File: src/hw/rtl/cbre_pkg.sv
// ---------------------------------------------------------------------------
// cbre_pkg
// Shared codes, bank map and controller/datapath handshake types for the
// CPU bus ROM/RAM emulator.
// ---------------------------------------------------------------------------
package cbre_pkg;

    localparam logic [1:0] ACT_TICK  = 2'd0;
    localparam logic [1:0] ACT_LOAD  = 2'd1;
    localparam logic [1:0] ACT_START = 2'd2;

    localparam logic [2:0] STG_A1 = 3'd0;
    localparam logic [2:0] STG_A2 = 3'd1;
    localparam logic [2:0] STG_A3 = 3'd2;
    localparam logic [2:0] STG_M1 = 3'd3;
    localparam logic [2:0] STG_M2 = 3'd4;
    localparam logic [2:0] STG_X1 = 3'd5;
    localparam logic [2:0] STG_X2 = 3'd6;
    localparam logic [2:0] STG_X3 = 3'd7;

    localparam logic [1:0] MODE_STALE     = 2'd0;
    localparam logic [1:0] MODE_RESETTING = 2'd1;
    localparam logic [1:0] MODE_RUNNING   = 2'd2;
    localparam logic [1:0] MODE_FINISHED  = 2'd3;

    localparam logic [1:0] BUS_LEAVE   = 2'd0;
    localparam logic [1:0] BUS_DRIVE   = 2'd1;
    localparam logic [1:0] BUS_RELEASE = 2'd2;

    localparam logic [7:0] OP_HLT = 8'h01;
    localparam logic [7:0] OP_WRM = 8'hE0;
    localparam logic [7:0] OP_WMP = 8'hE1;
    localparam logic [7:0] OP_WR0 = 8'hE4;
    localparam logic [7:0] OP_SBM = 8'hE8;
    localparam logic [7:0] OP_RDM = 8'hE9;
    localparam logic [7:0] OP_ADM = 8'hEB;
    localparam logic [7:0] OP_RD0 = 8'hEC;

    localparam logic [1:0]  ROM_SEL_UPPER = 2'd2;
    localparam logic [12:0] ROM_UPPER_OFS = 13'h1000;

    localparam int BANK_SLOTS = 8;
    localparam int S_TDATA_W  = 32;
    localparam int M_TDATA_W  = 16;

    localparam logic [2:0] BANK_MAP [16] = '{
        3'd0, 3'd0, 3'd1, 3'd0, 3'd2, 3'd0, 3'd4, 3'd0,
        3'd3, 3'd0, 3'd5, 3'd0, 3'd6, 3'd0, 3'd7, 3'd0
    };

    typedef struct packed {
        logic clear_step;
        logic capture;
        logic commit;
    } cbre_cmd_t;

    typedef struct packed {
        logic clear_last;
        logic out_free;
    } cbre_stat_t;

    function automatic logic [2:0] map_bank(input logic [3:0] sel, input logic [3:0] banks);
        logic [2:0] b;
        b = BANK_MAP[sel];
        if ({1'b0, b} >= banks) begin
            b = 3'd0;
        end
        return b;
    endfunction

endpackage

File: src/hw/rtl/cbre_ctrl.sv
// ---------------------------------------------------------------------------
// cbre_ctrl
// Sequencer: RAM clearing pass, beat accept, memory read, commit.
// ---------------------------------------------------------------------------
module cbre_ctrl (
    input  logic                aclk,
    input  logic                aresetn,
    input  logic                s_tvalid,
    output logic                s_tready,
    input  cbre_pkg::cbre_stat_t stat,
    output cbre_pkg::cbre_cmd_t  cmd
);

    localparam logic [1:0] S_CLEAR = 2'd0;
    localparam logic [1:0] S_IDLE  = 2'd1;
    localparam logic [1:0] S_READ  = 2'd2;
    localparam logic [1:0] S_FINAL = 2'd3;

    logic [1:0] state_reg;
    logic [1:0] state_next;

    always_comb begin
        state_next     = state_reg;
        cmd.clear_step = 1'b0;
        cmd.capture    = 1'b0;
        cmd.commit     = 1'b0;
        unique case (state_reg)
            S_CLEAR: begin
                cmd.clear_step = 1'b1;
                if (stat.clear_last) begin
                    state_next = S_IDLE;
                end
            end
            S_IDLE: begin
                if (s_tvalid) begin
                    cmd.capture = 1'b1;
                    state_next  = S_READ;
                end
            end
            S_READ: begin
                state_next = S_FINAL;
            end
            S_FINAL: begin
                if (stat.out_free) begin
                    cmd.commit = 1'b1;
                    state_next = S_IDLE;
                end
            end
            default: begin
                state_next = S_CLEAR;
            end
        endcase
    end

    always_ff @(posedge aclk) begin
        if (!aresetn) begin
            state_reg <= S_CLEAR;
        end else begin
            state_reg <= state_next;
        end
    end

    assign s_tready = (state_reg == S_IDLE);

`ifndef ASSERT_OFF
    a_commit_needs_room: assert property (@(posedge aclk) disable iff (!aresetn)
        cmd.commit |-> stat.out_free)
        else $error("commit without free output register");
    a_read_follows_accept: assert property (@(posedge aclk) disable iff (!aresetn)
        cmd.capture |=> (state_reg == S_READ))
        else $error("accepted beat did not advance to read");
    a_no_accept_in_clear: assert property (@(posedge aclk) disable iff (!aresetn)
        cmd.clear_step |-> !cmd.capture && !cmd.commit)
        else $error("beat handled during clearing pass");
`endif

endmodule

File: config.mk
export PLATFORM = sky130hd
export DESIGN_NAME = cbre_ctrl
export DESIGN_NICKNAME = d
export VERILOG_FILES = /design/src/hw/rtl/cbre_pkg.sv /design/src/hw/rtl/cbre_ctrl.sv
export SDC_FILE = /design/constraint.sdc
export NUM_CORES = 1
export LEC_CHECK = 0
export ABC_AREA = 1
export BUFFER_PORTS_ARGS = -buffer_cell sky130_fd_sc_hd__buf_2
export CAP_MARGIN = 20
export CORE_AREA = 10 10 47 49
export CTS_BUF_LIST = sky130_fd_sc_hd__clkbuf_4
export CTS_CLUSTER_DIAMETER = 60
export CTS_CLUSTER_SIZE = 20
export DETAILED_ROUTE_END_ITERATION = 10
export DIE_AREA = 0 0 57 59
export GPL_ROUTABILITY_DRIVEN = 0
export GPL_TIMING_DRIVEN = 1
export SYNTH_ARGS = -nofsm -noshare
export SYNTH_HDL_FRONTEND = slang
export SYNTH_SLANG_ARGS = --single-unit
File: constraint.sdc
create_clock -name aclk -period 2.2 [get_ports aclk]
set_clock_uncertainty 0.2 [all_clocks]
set_input_delay 0.55 -clock aclk [delete_from_list [all_inputs] [get_ports aclk]]
set_output_delay 0.55 -clock aclk [all_outputs]
set_load 0.005 [all_outputs]
==> impl_metrics.yaml <==
clock_network:
  root_buffer: "clkbuf_4"
  clk_path_buf_depth: 2
  hold_buffers: 0
  htree_num_levels: 1
  clkLatencyLatePin_ps: 220
  cts_tree: "built"
  post_cts_buffers: 0
  cts_buffers: 3
  clkSinkCount: 2
  cts_resized: 0
  clk_pin_slew_ps: 30
worst_hold_path:
  hp-class: "in -> reg"
  min_from: "aresetn"
  worstHoldPathCells: 3
synth:
  yosys.area.top_type: "ha_1"
  syn-num-nets: 37
  netlist_instances: 28
  yosysTopAreaCellShare_pct: 28.0
  syn_area_um2: 179
  syn_area_per_cell_um2: 6.39
  ys.warnings.count: 0
  ys_top_cells_by_area: "ha_1 (28%), dfxtp_1 (22%), nand2_1 (19%)"
  synth.ff_latch_count: 2
  synth_cell_types: 6
  ys_seq_area_share_pct: 22.4
routing:
  routed_wl_um: 389
  ant_nets: 0
  drc: 0
  drt_iter0_drc: 4
  vias: 173
  via_per_inst: 3.15
  dr.pass1.iters: 2
  wl_per_cell_um: 7.07
setup_path:
  endpoint_kind: "primary output"
  startpoint: "state_reg[1]"
  required_ps: 1450
  cp.arrival_ps: 1040
  worstPathMaxFanout: 4
  path_class: "reg -> out"
  critPathLaunchType: "flip-flop"
  timing.rr.start: "state_reg[0]"
  ff2ff_path_depth: 6
sta:
  slew_viol_final: 0
  hold_viol: 0
  finalCriticalPeriod_ps: 1790
  tns_ps: 0
  rsz0062_at_grt: "no"
  relSlewSlack_pct: 90.4
  hold_slack_ps: 365
  clock.fmax_mhz: 559
  setup_violations: 0
  max_slew.worst_pin.slew_ps: 144
  finalCritPeriodShare_pct: 81.3
floorplan:
  rows: 14
  core_area_mm2: 0.00140
  die_w_um: 57
  die_area_mm2: 0.00336
  start_util_pct: 12.8
  ios: 9
  fp.dieH_um: 59
power_and_ir_drop:
  power_density_mw_per_mm2: 1140
  p_leak_nw: 0.174
  vdd_drop_max_mv: 0.231
grt:
  use_met1_pct: 2.49
  use_met2_pct: 2.17
  grt_overflow: 0
  top_usage_layer: "met3"
  antenna_found_initial: 0
  grt_use_total_pct: 2.98
  grt_max_degree: 5
  grt_pass1_wl_um: 676
  grt_pass1_vias: 169
  use_met3_pct: 5.36
layout:
  drive_above_1_share_pct: 30.8
  largest_reg_flops: 2
  syn_to_final_growth_pct: 46.2
  diodes: 0
  finalNonFillerCells: 55
  fill_cells: 177
  finalNetCount: 50
job:
  cap_viol_max_count: 0
placed_design:
  dp_hpwl_um: 323
  placed_cells: 52
  port_buffers: 8
run_status:
  outcome: "finished, final reports clean"
## critical path, cell delays in order, from the launching register on
cell,delay [ps]
dfxtp_1,320
inv_1,80
ha_1,210
nand2_1,60
inv_1,30
buf_2,110
## stage by stage
step / instance area (µm²) / setup WS, ps / total power (W) / util [%]
finish: 262 / 412 / 0.000298 / 18.7
global route: 262 / 286 / 0.000341 / 18.7
CTS: 262 / 393 / 0.000310 / 18.7
detailed placement: 239 / 599 / 0.000222 / 17.1
global placement: 239 / 604 / 0.000218 / 17.1
floorplan: 179 / 758 / 0.000174 / -
## final timing paths
check | endpoint | slack [ps]
hold reg to reg | state_reg[0] | 400
setup reg to reg | state_reg[0] | 920
hold / removal | state_reg[1] | 370
setup / recovery | cmd[1] | 410
## logic make-up (layout without fill, tap and decap cells)
| family | count (synthesis) | after routing | share of synthesized area [%] |
|---|---|---|---|
| AND/OR/NAND/NOR | 14 | 14 | 32.9 |
| adder cells (fa/ha/maj) | 4 | 4 | 28.0 |
| flip-flops | 2 | 2 | 22.4 |
| buffers and inverters | 8 | 19 | 16.8 |
## cells in the mapped netlist
| library cell | count |
|---|---|
| inv_1 | 8 |
| nor2_1 | 4 |
| nand3_2 | 1 |
| ha_1 | 4 |
| nand2_1 | 9 |
| dfxtp_1 | 2 |
## cell usage in the layout (no fill, tap or decap)
master    count
nand2_1       9
nand3_2       1
buf_2         8
ha_1          4
inv_1         8
nor2_1        4
dfxtp_1       2
clkbuf_4      3
## report_power, final
group / internal (W) / switching (W)
Combinational: 0.0000660 / 0.0000851
Sequential: 0.0000541 / 0.0000127
Clock: 0.0000601 / 0.0000203
Total: 0.000180 / 0.000118
## routing by layer
layer | routed length [µm] | part of all wire [%]
met1 | 159 | 41
met2 | 124 | 32
met3 | 105 | 27
met4 | 0 | 0
met5 | 0 | 0
## cell type report
cell class / instances / area (µm²) / share of cell area [%]
repair buffers: 8 / 40.0 / 15.3
flip-flops and latches: 2 / 40.0 / 15.3
multi-input cells: 18 / 109 / 41.6
well taps: 16 / 20.0 / 7.66
clock buffers: 3 / 22.5 / 8.61
inverters: 8 / 30.0 / 11.5
(Power assumes the default switching activity.)
